`src/sv/sdam_pkg.sv`:
```
// ----------------------------------------------------------------------------
// sdam_pkg
// Shared widths, codes and types of the start delay average monitor.
// ----------------------------------------------------------------------------
package sdam_pkg;

  localparam int CHANNELS_DEFAULT = 32;
  localparam int HISTORY_DEPTH    = 5;
  localparam int DELAY_W          = 15;
  localparam int CHAN_W           = 5;
  localparam int ELAPSED_W        = 8;
  localparam int WIN_W            = 3;
  localparam int CFG_IDX_W        = 3;
  localparam int CFG_DATA_W       = 15;

  // sum of five 15-bit delays fits in 18 bits
  localparam int SUM_W            = 18;
  // shared adder width, wide enough for signed differences
  localparam int ALU_W            = 20;

  localparam logic [DELAY_W-1:0] DELAY_MAX = {DELAY_W{1'b1}};

  // opcodes
  localparam logic OP_UPDATE = 1'b0;
  localparam logic OP_INIT   = 1'b1;

  // configuration register indexes
  localparam logic [CFG_IDX_W-1:0] CFG_WINDOW_LENGTH    = 3'd0;
  localparam logic [CFG_IDX_W-1:0] CFG_TOLERANCE        = 3'd1;
  localparam logic [CFG_IDX_W-1:0] CFG_ERROR_CHECK_EN   = 3'd2;
  localparam logic [CFG_IDX_W-1:0] CFG_DEVIATION_TRK_EN = 3'd3;
  localparam logic [CFG_IDX_W-1:0] CFG_INITIAL_DELAY    = 3'd4;

  typedef logic [DELAY_W-1:0] delay_t;

  // one channel's stored state, kept as a single memory row
  typedef struct packed {
    delay_t [HISTORY_DEPTH-1:0] hist;
    delay_t                     running;
    delay_t                     average;
    delay_t                     err_count;
    delay_t                     excess;
  } chan_row_t;

  typedef enum logic [3:0] {
    ST_IDLE,
    ST_LOAD,
    ST_SUM,
    ST_DIV,
    ST_HI,
    ST_CHK_HI,
    ST_LO,
    ST_CHK_LO,
    ST_UPD,
    ST_WRITE
  } state_t;

endpackage

```
`src/sv/sdam_intf.sv`:
```
// ----------------------------------------------------------------------------
// sdam channel interfaces
// Input item, result item and configuration write channels.
// ----------------------------------------------------------------------------
interface sdam_item_if;
  logic                           valid;
  logic                           ready;
  logic                           opcode;
  logic [sdam_pkg::CHAN_W-1:0]    channel;
  logic                           start_green;
  logic                           green;
  logic                           feedback_red;
  logic                           feedback_green;
  logic [sdam_pkg::ELAPSED_W-1:0] elapsed;

  modport source (
    output valid, opcode, channel, start_green, green, feedback_red,
           feedback_green, elapsed,
    input  ready
  );
  modport sink (
    input  valid, opcode, channel, start_green, green, feedback_red,
           feedback_green, elapsed,
    output ready
  );
endinterface

interface sdam_result_if;
  logic                         valid;
  logic                         ready;
  logic [sdam_pkg::CHAN_W-1:0]  out_channel;
  logic [sdam_pkg::DELAY_W-1:0] latest_delay;
  logic [sdam_pkg::DELAY_W-1:0] average_delay;
  logic                         sample_taken;
  logic                         deviation_error;
  logic [sdam_pkg::DELAY_W-1:0] error_count;
  logic [sdam_pkg::DELAY_W-1:0] max_excess;

  modport source (
    output valid, out_channel, latest_delay, average_delay, sample_taken,
           deviation_error, error_count, max_excess,
    input  ready
  );
  modport sink (
    input  valid, out_channel, latest_delay, average_delay, sample_taken,
           deviation_error, error_count, max_excess,
    output ready
  );
endinterface

interface sdam_cfg_if;
  logic                            valid;
  logic                            ready;
  logic [sdam_pkg::CFG_IDX_W-1:0]  index;
  logic [sdam_pkg::CFG_DATA_W-1:0] data;

  modport source (output valid, index, data, input ready);
  modport sink   (input valid, index, data, output ready);
endinterface

```
`src/sv/sdam_ram.sv`:
```
// ----------------------------------------------------------------------------
// sdam_ram
// Generic single-write, single-read RAM with registered read data.
// ----------------------------------------------------------------------------
module sdam_ram #(
  parameter int WIDTH = 8,
  parameter int DEPTH = 32,
  localparam int ADDR_W = (DEPTH > 1) ? $clog2(DEPTH) : 1
) (
  input  logic              clk,
  input  logic              we,
  input  logic [ADDR_W-1:0] waddr,
  input  logic [WIDTH-1:0]  wdata,
  input  logic              re,
  input  logic [ADDR_W-1:0] raddr,
  output logic [WIDTH-1:0]  rdata
);

  logic [WIDTH-1:0] mem [DEPTH];

  // write port
  always_ff @(posedge clk) begin
    if (we) begin
      mem[waddr] <= wdata;
    end
  end

  // registered read port
  always_ff @(posedge clk) begin
    if (re) begin
      rdata <= mem[raddr];
    end
  end

endmodule

```
`src/sv/start_delay_average_monitor.sv`:
```
// ----------------------------------------------------------------------------
// start_delay_average_monitor
// Per-channel green start delay history, windowed average and deviation check.
// ----------------------------------------------------------------------------
// Path from item accepted to result valid: a channel beyond range goes straight
// to write-back; init or an update without a completed sample passes load and
// write-back; a completed sample adds the sum over N entries, division (only
// when all N entries are nonzero) and, when enabled, the deviation check.
// Items are accepted only in idle, so the next item waits until the result is handed over.
// Reset restores the register defaults and marks every channel row as zero.
module start_delay_average_monitor #(
  parameter int CHANNELS = sdam_pkg::CHANNELS_DEFAULT
) (
  input  logic          clk,
  input  logic          rst,
  sdam_item_if.sink     items,
  sdam_result_if.source results,
  sdam_cfg_if.sink      cfg
);

  localparam int IDX_W   = (CHANNELS > 1) ? $clog2(CHANNELS) : 1;
  localparam int CNT_W   = $clog2(sdam_pkg::SUM_W);
  localparam int ROW_W   = $bits(sdam_pkg::chan_row_t);
  localparam int HD      = sdam_pkg::HISTORY_DEPTH;
  localparam int DW      = sdam_pkg::DELAY_W;
  localparam int AW      = sdam_pkg::ALU_W;
  localparam int SW      = sdam_pkg::SUM_W;
  localparam int WW      = sdam_pkg::WIN_W;
  localparam logic [8:0] CH_LIMIT = 9'(CHANNELS);

  // clamp the window length to 1..history depth
  function automatic logic [WW-1:0] clamp_window(input logic [WW-1:0] w);
    logic [WW-1:0] n;
    if (w > WW'(HD)) begin
      n = WW'(HD);
    end else if (w == '0) begin
      n = WW'(1);
    end else begin
      n = w;
    end
    return n;
  endfunction

  // configuration registers
  logic [WW-1:0]        window_length;
  sdam_pkg::delay_t     tolerance;
  logic                 error_check_enable;
  logic                 deviation_track_enable;
  sdam_pkg::delay_t     initial_delay;

  // captured item
  logic                 opcode;
  logic [sdam_pkg::CHAN_W-1:0]    channel;
  logic                 start_green;
  logic                 green;
  logic                 feedback_red;
  logic                 feedback_green;
  logic [sdam_pkg::ELAPSED_W-1:0] elapsed;
  logic                 out_of_range;
  logic                 row_hit;

  // sequencer and working registers
  sdam_pkg::state_t     state, state_next;
  sdam_pkg::delay_t [HD-1:0] hist, hist_next;
  sdam_pkg::delay_t     running, running_next;
  sdam_pkg::delay_t     average, average_next;
  sdam_pkg::delay_t     err_count, err_count_next;
  sdam_pkg::delay_t     excess, excess_next;
  sdam_pkg::delay_t     excess_new, excess_new_next;
  logic                 taken, taken_next;
  logic                 dev_err, dev_err_next;
  logic [AW-1:0]        acc, acc_next;
  logic [2:0]           idx, idx_next;
  logic [WW-1:0]        win_n, win_n_next;
  logic                 all_nz, all_nz_next;
  logic [CNT_W-1:0]     div_cnt, div_cnt_next;
  logic [2:0]           rem, rem_next;
  logic [SW-1:0]        dq, dq_next;

  // shared adder / subtractor
  logic [AW-1:0]        alu_a, alu_b, alu_res;
  logic                 alu_sub;

  // memory and valid bits
  logic [CHANNELS-1:0]  row_valid;
  logic                 ram_we;
  logic [IDX_W-1:0]     in_addr, cur_addr;
  logic [ROW_W-1:0]     ram_rdata;
  sdam_pkg::chan_row_t  row, wrow;

  logic                 accept;
  logic                 in_range;
  logic                 out_free;
  logic [8:0]           in_ch_ext, cur_ch_ext;
  sdam_pkg::state_t     check_state;
  logic                 acc_cond;
  sdam_pkg::delay_t     run_upd;
  sdam_pkg::delay_t     first_delay;
  logic [3:0]           trial;
  logic                 trial_ge;
  logic                 sum_nz;

  assign accept     = items.valid && items.ready;
  assign items.ready = (state == sdam_pkg::ST_IDLE);
  assign cfg.ready  = 1'b1;
  assign in_ch_ext  = {4'b0, items.channel};
  assign cur_ch_ext = {4'b0, channel};
  assign in_range   = (in_ch_ext < CH_LIMIT);
  assign in_addr    = in_ch_ext[IDX_W-1:0];
  assign cur_addr   = cur_ch_ext[IDX_W-1:0];
  assign out_free   = !results.valid || results.ready;
  assign alu_res    = alu_a + (alu_b ^ {AW{alu_sub}}) + AW'(alu_sub);
  assign row        = row_hit ? sdam_pkg::chan_row_t'(ram_rdata) : '0;
  assign check_state = error_check_enable ? sdam_pkg::ST_HI : sdam_pkg::ST_WRITE;

  assign wrow.hist      = hist;
  assign wrow.running   = running;
  assign wrow.average   = average;
  assign wrow.err_count = err_count;
  assign wrow.excess    = excess;

  sdam_ram #(
    .WIDTH (ROW_W),
    .DEPTH (CHANNELS)
  ) u_row_ram (
    .clk   (clk),
    .we    (ram_we),
    .waddr (cur_addr),
    .wdata (ROW_W'(wrow)),
    .re    (accept),
    .raddr (in_addr),
    .rdata (ram_rdata)
  );

  // configuration writes
  always_ff @(posedge clk) begin
    if (rst) begin
      window_length          <= WW'(HD);
      tolerance              <= '0;
      error_check_enable     <= 1'b0;
      deviation_track_enable <= 1'b0;
      initial_delay          <= '0;
    end else if (cfg.valid && cfg.ready) begin
      unique case (cfg.index)
        sdam_pkg::CFG_WINDOW_LENGTH:    window_length <= cfg.data[WW-1:0];
        sdam_pkg::CFG_TOLERANCE:        tolerance <= cfg.data[DW-1:0];
        sdam_pkg::CFG_ERROR_CHECK_EN:   error_check_enable <= cfg.data[0];
        sdam_pkg::CFG_DEVIATION_TRK_EN: deviation_track_enable <= cfg.data[0];
        sdam_pkg::CFG_INITIAL_DELAY:    initial_delay <= cfg.data[DW-1:0];
        default: ;
      endcase
    end
  end

  // item capture
  always_ff @(posedge clk) begin
    if (accept) begin
      opcode         <= items.opcode;
      channel        <= items.channel;
      start_green    <= items.start_green;
      green          <= items.green;
      feedback_red   <= items.feedback_red;
      feedback_green <= items.feedback_green;
      elapsed        <= items.elapsed;
      out_of_range   <= !in_range;
      row_hit        <= in_range && row_valid[in_addr];
    end
  end

  // row valid bits: an unwritten row reads as zero
  always_ff @(posedge clk) begin
    if (rst) begin
      row_valid <= '0;
    end else if (ram_we) begin
      row_valid[cur_addr] <= 1'b1;
    end
  end

  // state register
  always_ff @(posedge clk) begin
    if (rst) begin
      state <= sdam_pkg::ST_IDLE;
    end else begin
      state <= state_next;
    end
  end

  // working registers
  always_ff @(posedge clk) begin
    hist       <= hist_next;
    running    <= running_next;
    average    <= average_next;
    err_count  <= err_count_next;
    excess     <= excess_next;
    excess_new <= excess_new_next;
    taken      <= taken_next;
    dev_err    <= dev_err_next;
    acc        <= acc_next;
    idx        <= idx_next;
    win_n      <= win_n_next;
    all_nz     <= all_nz_next;
    div_cnt    <= div_cnt_next;
    rem        <= rem_next;
    dq         <= dq_next;
  end

  // sequencer: next state, shared adder operands, working values
  always_comb begin
    state_next      = state;
    hist_next       = hist;
    running_next    = running;
    average_next    = average;
    err_count_next  = err_count;
    excess_next     = excess;
    excess_new_next = excess_new;
    taken_next      = taken;
    dev_err_next    = dev_err;
    acc_next        = acc;
    idx_next        = idx;
    win_n_next      = win_n;
    all_nz_next     = all_nz;
    div_cnt_next    = div_cnt;
    rem_next        = rem;
    dq_next         = dq;
    alu_a           = '0;
    alu_b           = '0;
    alu_sub         = 1'b0;
    ram_we          = 1'b0;
    acc_cond        = 1'b0;
    run_upd         = '0;
    first_delay     = '0;
    trial           = '0;
    trial_ge        = 1'b0;
    sum_nz          = 1'b0;

    unique case (state)
      sdam_pkg::ST_IDLE: begin
        if (accept) begin
          taken_next   = 1'b0;
          dev_err_next = 1'b0;
          state_next   = in_range ? sdam_pkg::ST_LOAD : sdam_pkg::ST_WRITE;
        end
      end

      // row data arrives; apply init or accumulate
      sdam_pkg::ST_LOAD: begin
        err_count_next = row.err_count;
        excess_next    = row.excess;
        if (opcode == sdam_pkg::OP_INIT) begin
          alu_a   = AW'(initial_delay);
          alu_b   = AW'(1);
          alu_sub = 1'b1;
          first_delay = (initial_delay > DW'(2)) ? alu_res[DW-1:0] : DW'(1);
          hist_next[0] = (window_length > WW'(1)) ? first_delay : '0;
          hist_next[1] = (window_length > WW'(2)) ? initial_delay : '0;
          hist_next[2] = (window_length > WW'(3)) ? initial_delay : '0;
          hist_next[3] = (window_length > WW'(4)) ? initial_delay : '0;
          hist_next[4] = '0;
          running_next = '0;
          average_next = '0;
          state_next   = sdam_pkg::ST_WRITE;
        end else begin
          alu_a    = AW'(row.running);
          alu_b    = AW'(elapsed);
          acc_cond = start_green || (green && feedback_red && (elapsed != '0));
          if (acc_cond) begin
            run_upd = (alu_res > AW'(sdam_pkg::DELAY_MAX)) ? sdam_pkg::DELAY_MAX
                                                           : alu_res[DW-1:0];
          end else begin
            run_upd = row.running;
          end
          average_next = row.average;
          if ((elapsed != '0) && feedback_green && (run_upd != '0)) begin
            hist_next[0] = run_upd;
            for (int i = 1; i < HD; i++) begin
              hist_next[i] = row.hist[i-1];
            end
            running_next = '0;
            taken_next   = 1'b1;
            acc_next     = '0;
            idx_next     = '0;
            all_nz_next  = 1'b1;
            win_n_next   = clamp_window(window_length);
            state_next   = sdam_pkg::ST_SUM;
          end else begin
            hist_next    = row.hist;
            running_next = run_upd;
            state_next   = sdam_pkg::ST_WRITE;
          end
        end
      end

      // add one history entry per cycle
      sdam_pkg::ST_SUM: begin
        alu_a       = acc;
        alu_b       = AW'(hist[idx]);
        acc_next    = alu_res;
        sum_nz      = all_nz && (hist[idx] != '0);
        all_nz_next = sum_nz;
        idx_next    = idx + 3'd1;
        if (idx == 3'(win_n - WW'(1))) begin
          if (sum_nz) begin
            dq_next      = alu_res[SW-1:0];
            rem_next     = '0;
            div_cnt_next = '0;
            state_next   = sdam_pkg::ST_DIV;
          end else begin
            state_next = check_state;
          end
        end
      end

      // restoring division by the window length, one quotient bit a cycle
      sdam_pkg::ST_DIV: begin
        trial    = {rem, dq[SW-1]};
        alu_a    = AW'(trial);
        alu_b    = AW'(win_n);
        alu_sub  = 1'b1;
        trial_ge = !alu_res[AW-1];
        rem_next = trial_ge ? alu_res[2:0] : trial[2:0];
        dq_next  = {dq[SW-2:0], trial_ge};
        div_cnt_next = div_cnt + CNT_W'(1);
        if (div_cnt == CNT_W'(SW - 1)) begin
          average_next = dq_next[DW-1:0];
          state_next   = check_state;
        end
      end

      // upper bound: average + tolerance
      sdam_pkg::ST_HI: begin
        alu_a      = AW'(average);
        alu_b      = AW'(tolerance);
        acc_next   = alu_res;
        state_next = sdam_pkg::ST_CHK_HI;
      end

      sdam_pkg::ST_CHK_HI: begin
        alu_a   = AW'(hist[0]);
        alu_b   = acc;
        alu_sub = 1'b1;
        if (!alu_res[AW-1] && (alu_res != '0)) begin
          excess_new_next = alu_res[DW-1:0];
          dev_err_next    = 1'b1;
          state_next      = sdam_pkg::ST_UPD;
        end else begin
          state_next = sdam_pkg::ST_LO;
        end
      end

      // lower bound: average - tolerance, may go negative
      sdam_pkg::ST_LO: begin
        alu_a      = AW'(average);
        alu_b      = AW'(tolerance);
        alu_sub    = 1'b1;
        acc_next   = alu_res;
        state_next = sdam_pkg::ST_CHK_LO;
      end

      sdam_pkg::ST_CHK_LO: begin
        alu_a   = acc;
        alu_b   = AW'(hist[0]);
        alu_sub = 1'b1;
        if (!alu_res[AW-1] && (alu_res != '0)) begin
          excess_new_next = alu_res[DW-1:0];
          dev_err_next    = 1'b1;
          state_next      = sdam_pkg::ST_UPD;
        end else begin
          state_next = sdam_pkg::ST_WRITE;
        end
      end

      // saturating error count and largest excess
      sdam_pkg::ST_UPD: begin
        alu_a = AW'(err_count);
        alu_b = AW'(1);
        err_count_next = (err_count == sdam_pkg::DELAY_MAX) ? err_count
                                                            : alu_res[DW-1:0];
        if (deviation_track_enable && (excess_new > excess)) begin
          excess_next = excess_new;
        end
        state_next = sdam_pkg::ST_WRITE;
      end

      // write back and hand the result over
      sdam_pkg::ST_WRITE: begin
        if (out_free) begin
          ram_we     = !out_of_range;
          state_next = sdam_pkg::ST_IDLE;
        end
      end

      default: state_next = sdam_pkg::ST_IDLE;
    endcase
  end

  // result register: valid
  always_ff @(posedge clk) begin
    if (rst) begin
      results.valid <= 1'b0;
    end else if ((state == sdam_pkg::ST_WRITE) && out_free) begin
      results.valid <= 1'b1;
    end else if (results.ready) begin
      results.valid <= 1'b0;
    end
  end

  // result register: payload
  always_ff @(posedge clk) begin
    if ((state == sdam_pkg::ST_WRITE) && out_free) begin
      results.out_channel <= channel;
      if (out_of_range) begin
        results.latest_delay    <= '0;
        results.average_delay   <= '0;
        results.sample_taken    <= 1'b0;
        results.deviation_error <= 1'b0;
        results.error_count     <= '0;
        results.max_excess      <= '0;
      end else begin
        results.latest_delay    <= hist[0];
        results.average_delay   <= average;
        results.sample_taken    <= taken;
        results.deviation_error <= dev_err;
        results.error_count     <= err_count;
        results.max_excess      <= excess;
      end
    end
  end

  // checks
  a_we_only_in_write: assert property (@(posedge clk) disable iff (rst)
    ram_we |-> (state == sdam_pkg::ST_WRITE) && !out_of_range)
    else $error("row written outside write-back or for a channel out of range");

  a_accept_next: assert property (@(posedge clk) disable iff (rst)
    accept |=> (state == sdam_pkg::ST_LOAD) || (state == sdam_pkg::ST_WRITE))
    else $error("accepted item did not enter load or write-back");

  a_err_needs_sample: assert property (@(posedge clk) disable iff (rst)
    results.valid && results.deviation_error |-> results.sample_taken)
    else $error("deviation error reported without a completed sample");

  a_sum_index: assert property (@(posedge clk) disable iff (rst)
    (state == sdam_pkg::ST_SUM) |-> (idx < 3'(win_n)) && (win_n != '0))
    else $error("history sum index beyond window");

  a_div_count: assert property (@(posedge clk) disable iff (rst)
    (state == sdam_pkg::ST_DIV) |-> (div_cnt < CNT_W'(SW)))
    else $error("divider step count overrun");

endmodule

```
`src/flat_wrapper.sv`:
```
// flat-port wrapper written by rule: the top's interface ports become plain ports
module start_delay_average_monitor_flat 
#(
  parameter int CHANNELS = sdam_pkg::CHANNELS_DEFAULT
)
  (clk, rst, items_valid, items_opcode, items_channel, items_start_green, items_green, items_feedback_red, items_feedback_green, items_elapsed, items_ready, results_valid, results_out_channel, results_latest_delay, results_average_delay, results_sample_taken, results_deviation_error, results_error_count, results_max_excess, results_ready, cfg_valid, cfg_index, cfg_data, cfg_ready);
  sdam_item_if items_i ();
  sdam_result_if results_i ();
  sdam_cfg_if cfg_i ();
  input  logic clk;
  input  logic rst;
  input wire logic [$bits(items_i.valid)-1:0] items_valid;
  input wire logic [$bits(items_i.opcode)-1:0] items_opcode;
  input wire logic [$bits(items_i.channel)-1:0] items_channel;
  input wire logic [$bits(items_i.start_green)-1:0] items_start_green;
  input wire logic [$bits(items_i.green)-1:0] items_green;
  input wire logic [$bits(items_i.feedback_red)-1:0] items_feedback_red;
  input wire logic [$bits(items_i.feedback_green)-1:0] items_feedback_green;
  input wire logic [$bits(items_i.elapsed)-1:0] items_elapsed;
  output wire logic [$bits(items_i.ready)-1:0] items_ready;
  output wire logic [$bits(results_i.valid)-1:0] results_valid;
  output wire logic [$bits(results_i.out_channel)-1:0] results_out_channel;
  output wire logic [$bits(results_i.latest_delay)-1:0] results_latest_delay;
  output wire logic [$bits(results_i.average_delay)-1:0] results_average_delay;
  output wire logic [$bits(results_i.sample_taken)-1:0] results_sample_taken;
  output wire logic [$bits(results_i.deviation_error)-1:0] results_deviation_error;
  output wire logic [$bits(results_i.error_count)-1:0] results_error_count;
  output wire logic [$bits(results_i.max_excess)-1:0] results_max_excess;
  input wire logic [$bits(results_i.ready)-1:0] results_ready;
  input wire logic [$bits(cfg_i.valid)-1:0] cfg_valid;
  input wire logic [$bits(cfg_i.index)-1:0] cfg_index;
  input wire logic [$bits(cfg_i.data)-1:0] cfg_data;
  output wire logic [$bits(cfg_i.ready)-1:0] cfg_ready;
  assign items_i.valid = items_valid;
  assign items_i.opcode = items_opcode;
  assign items_i.channel = items_channel;
  assign items_i.start_green = items_start_green;
  assign items_i.green = items_green;
  assign items_i.feedback_red = items_feedback_red;
  assign items_i.feedback_green = items_feedback_green;
  assign items_i.elapsed = items_elapsed;
  assign items_ready = items_i.ready;
  assign results_valid = results_i.valid;
  assign results_out_channel = results_i.out_channel;
  assign results_latest_delay = results_i.latest_delay;
  assign results_average_delay = results_i.average_delay;
  assign results_sample_taken = results_i.sample_taken;
  assign results_deviation_error = results_i.deviation_error;
  assign results_error_count = results_i.error_count;
  assign results_max_excess = results_i.max_excess;
  assign results_i.ready = results_ready;
  assign cfg_i.valid = cfg_valid;
  assign cfg_i.index = cfg_index;
  assign cfg_i.data = cfg_data;
  assign cfg_ready = cfg_i.ready;
  start_delay_average_monitor #(.CHANNELS(CHANNELS)) u_core (.clk(clk), .rst(rst), .items(items_i), .results(results_i), .cfg(cfg_i));
endmodule
```
`config.mk`:
```
export PLATFORM = sky130hd
export DESIGN_NAME = start_delay_average_monitor_flat
export DESIGN_NICKNAME = d
export VERILOG_FILES = /design/src/sv/sdam_pkg.sv /design/src/sv/sdam_intf.sv /design/src/sv/sdam_ram.sv /design/src/sv/start_delay_average_monitor.sv /design/src/flat_wrapper.sv
export SDC_FILE = /design/constraint.sdc
export NUM_CORES = 2
export LEC_CHECK = 0
export BUFFER_PORTS_ARGS = -buffer_cell sky130_fd_sc_hd__buf_2
export CORE_MARGIN = 3
export CORE_UTILIZATION = 40
export CTS_CLUSTER_DIAMETER = 100
export DETAILED_ROUTE_END_ITERATION = 7
export PLACE_DENSITY = 0.6
export SLEW_MARGIN = 20
export SYNTH_ARGS = -nofsm -noshare
export SYNTH_HDL_FRONTEND = slang
export SYNTH_MEMORY_MAX_BITS = 65536
export SYNTH_SLANG_ARGS = --single-unit
```
`constraint.sdc`:
```
create_clock -name clk -period 13.4 [get_ports clk]
set_input_delay 0 -clock clk [delete_from_list [all_inputs] [get_ports clk]]
set_output_delay 0 -clock clk [all_outputs]
set_load 0.005 [all_outputs]
```
==> flow_metrics.env <==
export IMPL_crit_type="register to register"
export IMPL_final_cell_mix="4746 x edfxtp_1, 1374 x mux4_2, 483 x clkbuf_16, 221 x nand2_1, 215 x buf_4"
export IMPL_die_y_um=687
export IMPL_slowest_delay_ps=950
export IMPL_vias=90700
export IMPL_timing_rr_start="u_core.state[0]$_SDFFE_PP0P_"
export IMPL_clkPwrFrac_pct=34.8
export IMPL_rows=249
export IMPL_synth_net_count=8043
export IMPL_synth_xor_area_share_pct=0.184
export IMPL_syn_avg_cell_area_um2=23.3
export IMPL_wl_per_cell_um=34.8
export IMPL_cp_start_kind="register"
export IMPL_finish_net_count=8588
export IMPL_hold_path_end="u_core.channel[1]$_DFFE_PP_"
export IMPL_setup_violations=0
export IMPL_gr_usage_all_layers_pct=21.9
export IMPL_p_per_area_mw_per_mm2=178
export IMPL_syn_inst=7964
export IMPL_end_kind="register"
export IMPL_grt_pass1_vias=89200
export IMPL_power_internal_mw=27.7
export IMPL_fp_dieW_um=687
export IMPL_drc=0
export IMPL_core_area_mm2=0.461
export IMPL_cts_sinks=4818
export IMPL_htreeDepth=5
export IMPL_design_die_area_mm2=0.471
export IMPL_dpl_hpwl_um=275000
export IMPL_gp_congestion=0.872
export IMPL_holdCritPathClass="primary input to register"
export IMPL_synth_top_family_by_area="multiplexers"
export IMPL_crit_required_ps=14110
export IMPL_combPwrFrac_pct=12.1
export IMPL_grt_antenna_before_repair=44
export IMPL_fin_crit_ps=8770
export IMPL_ant_nets=0
export IMPL_crit_chain="or4b_1, nor2_1, a222oi_1, o21ai_0, xnor2_1, fa_1, a21o_1, a221oi_1, o311ai_0, a21oi_1, xor2_1, inv_1, nor4_1, a211o_1, o31ai_1, a221oi_4, buf_4, buf_4, mux2i_1, o22ai_1"
export IMPL_synth_main_ff_cell="edfxtp_1"
export IMPL_skew_ps=92.7
export IMPL_synthMuxAreaShare_pct=18.0
export IMPL_swShare_pct=26.5
export IMPL_hold_depth=2
export IMPL_final_setup_tns_ps=0
export IMPL_yosys_register_bits=4818
export IMPL_cts_max_path_buffers=4
export IMPL_max_clock_freq_ghz=0.114
export IMPL_grt_overflow_total=0
export IMPL_clk_pin_slew_worst_paths_ps=70
export IMPL_cp_max_fo=52
export IMPL_reg2reg_depth=20
export IMPL_r2r_end="u_core.hist[51]$_DFFE_PP_"
export IMPL_p_leak_nw=65.7
export IMPL_report_final_slew_viol_count=0
export IMPL_seq_power_share_pct=53.1
export IMPL_finalHoldViolations=0
export IMPL_period_share_pct=65.5
export IMPL_start_util_pct=40.2
export IMPL_ir_drop_v=0.000181
export IMPL_worst_pin_slew_ps=1180
export IMPL_syn_area_mm2=0.185
export IMPL_areaGrowthSynthToFinish_pct=14.1
export IMPL_rsz0062_at_grt="false"
export IMPL_ioPinCount=111
export IMPL_crit_buf_inv=3
export IMPL_min_from="items_channel[1]"
export IMPL_nFillCells=37600
export IMPL_grt_pass1_wl_um=725000
export IMPL_final_common_cell="edfxtp_1"
export IMPL_io_buffer_count=109
export IMPL_crit_top_cell="buf_4"
export IMPL_synth_fa_ha_area_share_pct=0.261
export IMPL_p_sw_mw=9.98
export IMPL_cts_tree="done"
export IMPL_vias_per_cell=6.02
export IMPL_rrSetupSlack_ps=4630
export IMPL_drv_cap=0
export IMPL_stdcell_count=15100
export IMPL_synthArstFlopShare_pct=0
export IMPL_clkLatencyLatePin_ps=1040
export IMPL_cts_buffers=477
export IMPL_max_slew_margin_pct=20.9
export IMPL_clockRootBuffer="clkbuf_16"
export IMPL_synth_compound_area_share_pct=1.41
export IMPL_drt_iter0_drc=13800
export IMPL_seq_area_frac_synth_pct=77.7
export IMPL_synth_edf_count=4746
export IMPL_synth_warnings=0
export IMPL_critPathSlowestCell="dfxtp_2"
export IMPL_yosysUniqueCellTypes=84
export IMPL_status="finished, final reports clean"
export IMPL_grt_start_max_net_pins=142
export IMPL_drive_gt1_share_pct=29.8
export IMPL_crit_arrival_ps=9490
export IMPL_first_pass_iters=7
export IMPL_drt_total_wl_um=524000
export IMPL_critPathTopFamily="compound AO/OA/AOI/OAI gates"
export IMPL_dp_cells=14000
export IMPL_synth_simple_gate_area_share_pct=1.49
[power by group through the flow]
stage	clock (mW)	combinational, mW	sequential [mW]
6_report	13.1	4.58	20.0
5_1_grt	13.9	4.86	20.1
4_1_cts	13.3	3.97	20.4
3_5_place_dp	0	3.94	20.7
3_3_place_gp	0	3.83	20.6
2_1_floorplan	0	2.18	20.2
[cell type report]
cell class	instances	area, µm²	area share [%]
flip-flops and latches	4818	144000	68.1
multi-input cells	2675	39800	18.8
clock buffers	593	12600	5.95
well taps	6149	7690	3.64
repair buffers	488	4450	2.11
clock inverters	288	2680	1.27
inverters	49	196	0.0929
diodes	7	17.5	0.00829
[routing by layer]
| layer | vias to the layer above | track usage [%] | part of all wire [%] |
|---|---|---|---|
| met4 | 6 | 5.31 | 2.5 |
| met3 | 750 | 4.42 | 10 |
| met5 | - | 0 | 0.0065 |
| met2 | 4982 | 33.9 | 46 |
| met1 | 49800 | 32.2 | 41 |
| li1 | 35200 | - | - |
[cell usage after synthesis, drive strengths merged, types with 7 or more instances]
master,instances,area share [%]
dfxtp,72,0.78
and2,20,0.068
a21o,10,0.041
o21ba,11,0.059
a21oi,108,0.29
mux2,137,0.83
buf,93,0.22
nor3,15,0.049
mux2i,80,0.43
or3,9,0.033
inv,49,0.099
clkbuf,329,0.67
a222oi,11,0.059
xor2,13,0.066
o21a,7,0.028
a22oi,14,0.057
nand3,79,0.22
o21ai,102,0.28
nand2,222,0.45
nor2,185,0.37
a221o,15,0.081
edfxtp,4746,77
ha,37,0.25
o22ai,39,0.14
nand2b,16,0.054
nor4,15,0.051
o221ai,13,0.061
xnor2,25,0.12
mux4,1374,17
nor2b,12,0.041
nand4,13,0.044
[worst max path at each step]
| stage | startpoint | end | depth (start not counted) |
|---|---|---|---|
| after CTS | u_core.state[0]$_SDFFE_PP0P_ | u_core.hist[0]$_DFFE_PP_ | 20 |
| after detailed placement | u_core.state[0]$_SDFFE_PP0P_ | u_core.hist[0]$_DFFE_PP_ | 20 |
| after floorplan | u_core.state[0]$_SDFFE_PP0P_ | u_core.u_row_ram.mem[31][0]$_DFFE_PP_ | 8 |
| final | u_core.state[0]$_SDFFE_PP0P_ | u_core.hist[51]$_DFFE_PP_ | 20 |
| after global placement | u_core.state[0]$_SDFFE_PP0P_ | u_core.hist[0]$_DFFE_PP_ | 19 |
| after global routing | u_core.state[0]$_SDFFE_PP0P_ | u_core.hist[48]$_DFFE_PP_ | 19 |
[flip-flops by register name, summed over array words and instances (netlist names), 4 cells and up]
signal,cells
u_core.u_row_ram.mem,4320
u_core.u_row_ram.rdata,135
u_core.hist,75
u_core.row_valid,32
u_core.acc,20
u_core.dq,18
u_core.average,15
u_core.err_count,15
u_core.excess,15
u_core.excess_new,15
u_core.initial_delay,15
u_core.results.average_delay,15
u_core.results.error_count,15
u_core.results.latest_delay,15
u_core.results.max_excess,15
u_core.running,15
u_core.tolerance,15
u_core.elapsed,8
u_core.channel,5
u_core.div_cnt,5
u_core.results.out_channel,5
u_core.state,4
[repair_timing]
action,CTS,global route
hold endpoints to repair,208,0
gates resized for setup,0,0
setup buffers,0,0
hold buffers,84,0
[per-stage QoR]
step | total power [mW] | worst slack, ps | util (%) | instance area (µm²) | hold slack (ps)
floorplan | 22.4 | 2530 | - | 185000 | 98.9
global placement | 24.4 | 4850 | 42.2 | 194000 | 202
detailed placement | 24.6 | 4800 | 42.2 | 195000 | 195
CTS | 37.7 | 4760 | 45.7 | 211000 | 41.5
global route | 38.8 | 4170 | 45.9 | 211000 | 119
finish | 37.7 | 4630 | 45.9 | 211000 | 131
[cells by family after synthesis]
family	count (synthesis)
and+or+nand+nor	612
other	1
buffers and inverters	471
AOI/OAI and AO/OA	395
DFF	4818
adders and majority gates	38
xor gates and xnor gates	38
muxes	1591
[worst reg2reg max path: stages, from the launching register on]
cell and delay [ps]:
dfxtp_2 950, or4b_1 940, nor2_1 690, a222oi_1 230, o21ai_0 160, xnor2_1 150, fa_1 450, a21o_1 220
a221oi_1 600, o311ai_0 290, a21oi_1 230, xor2_1 520, inv_1 220, nor4_1 350, a211o_1 160, o31ai_1 100
a221oi_4 300, buf_4 590, buf_4 800, mux2i_1 430, o22ai_1 120
No activity file was read; power rests on OpenSTA's default activity.
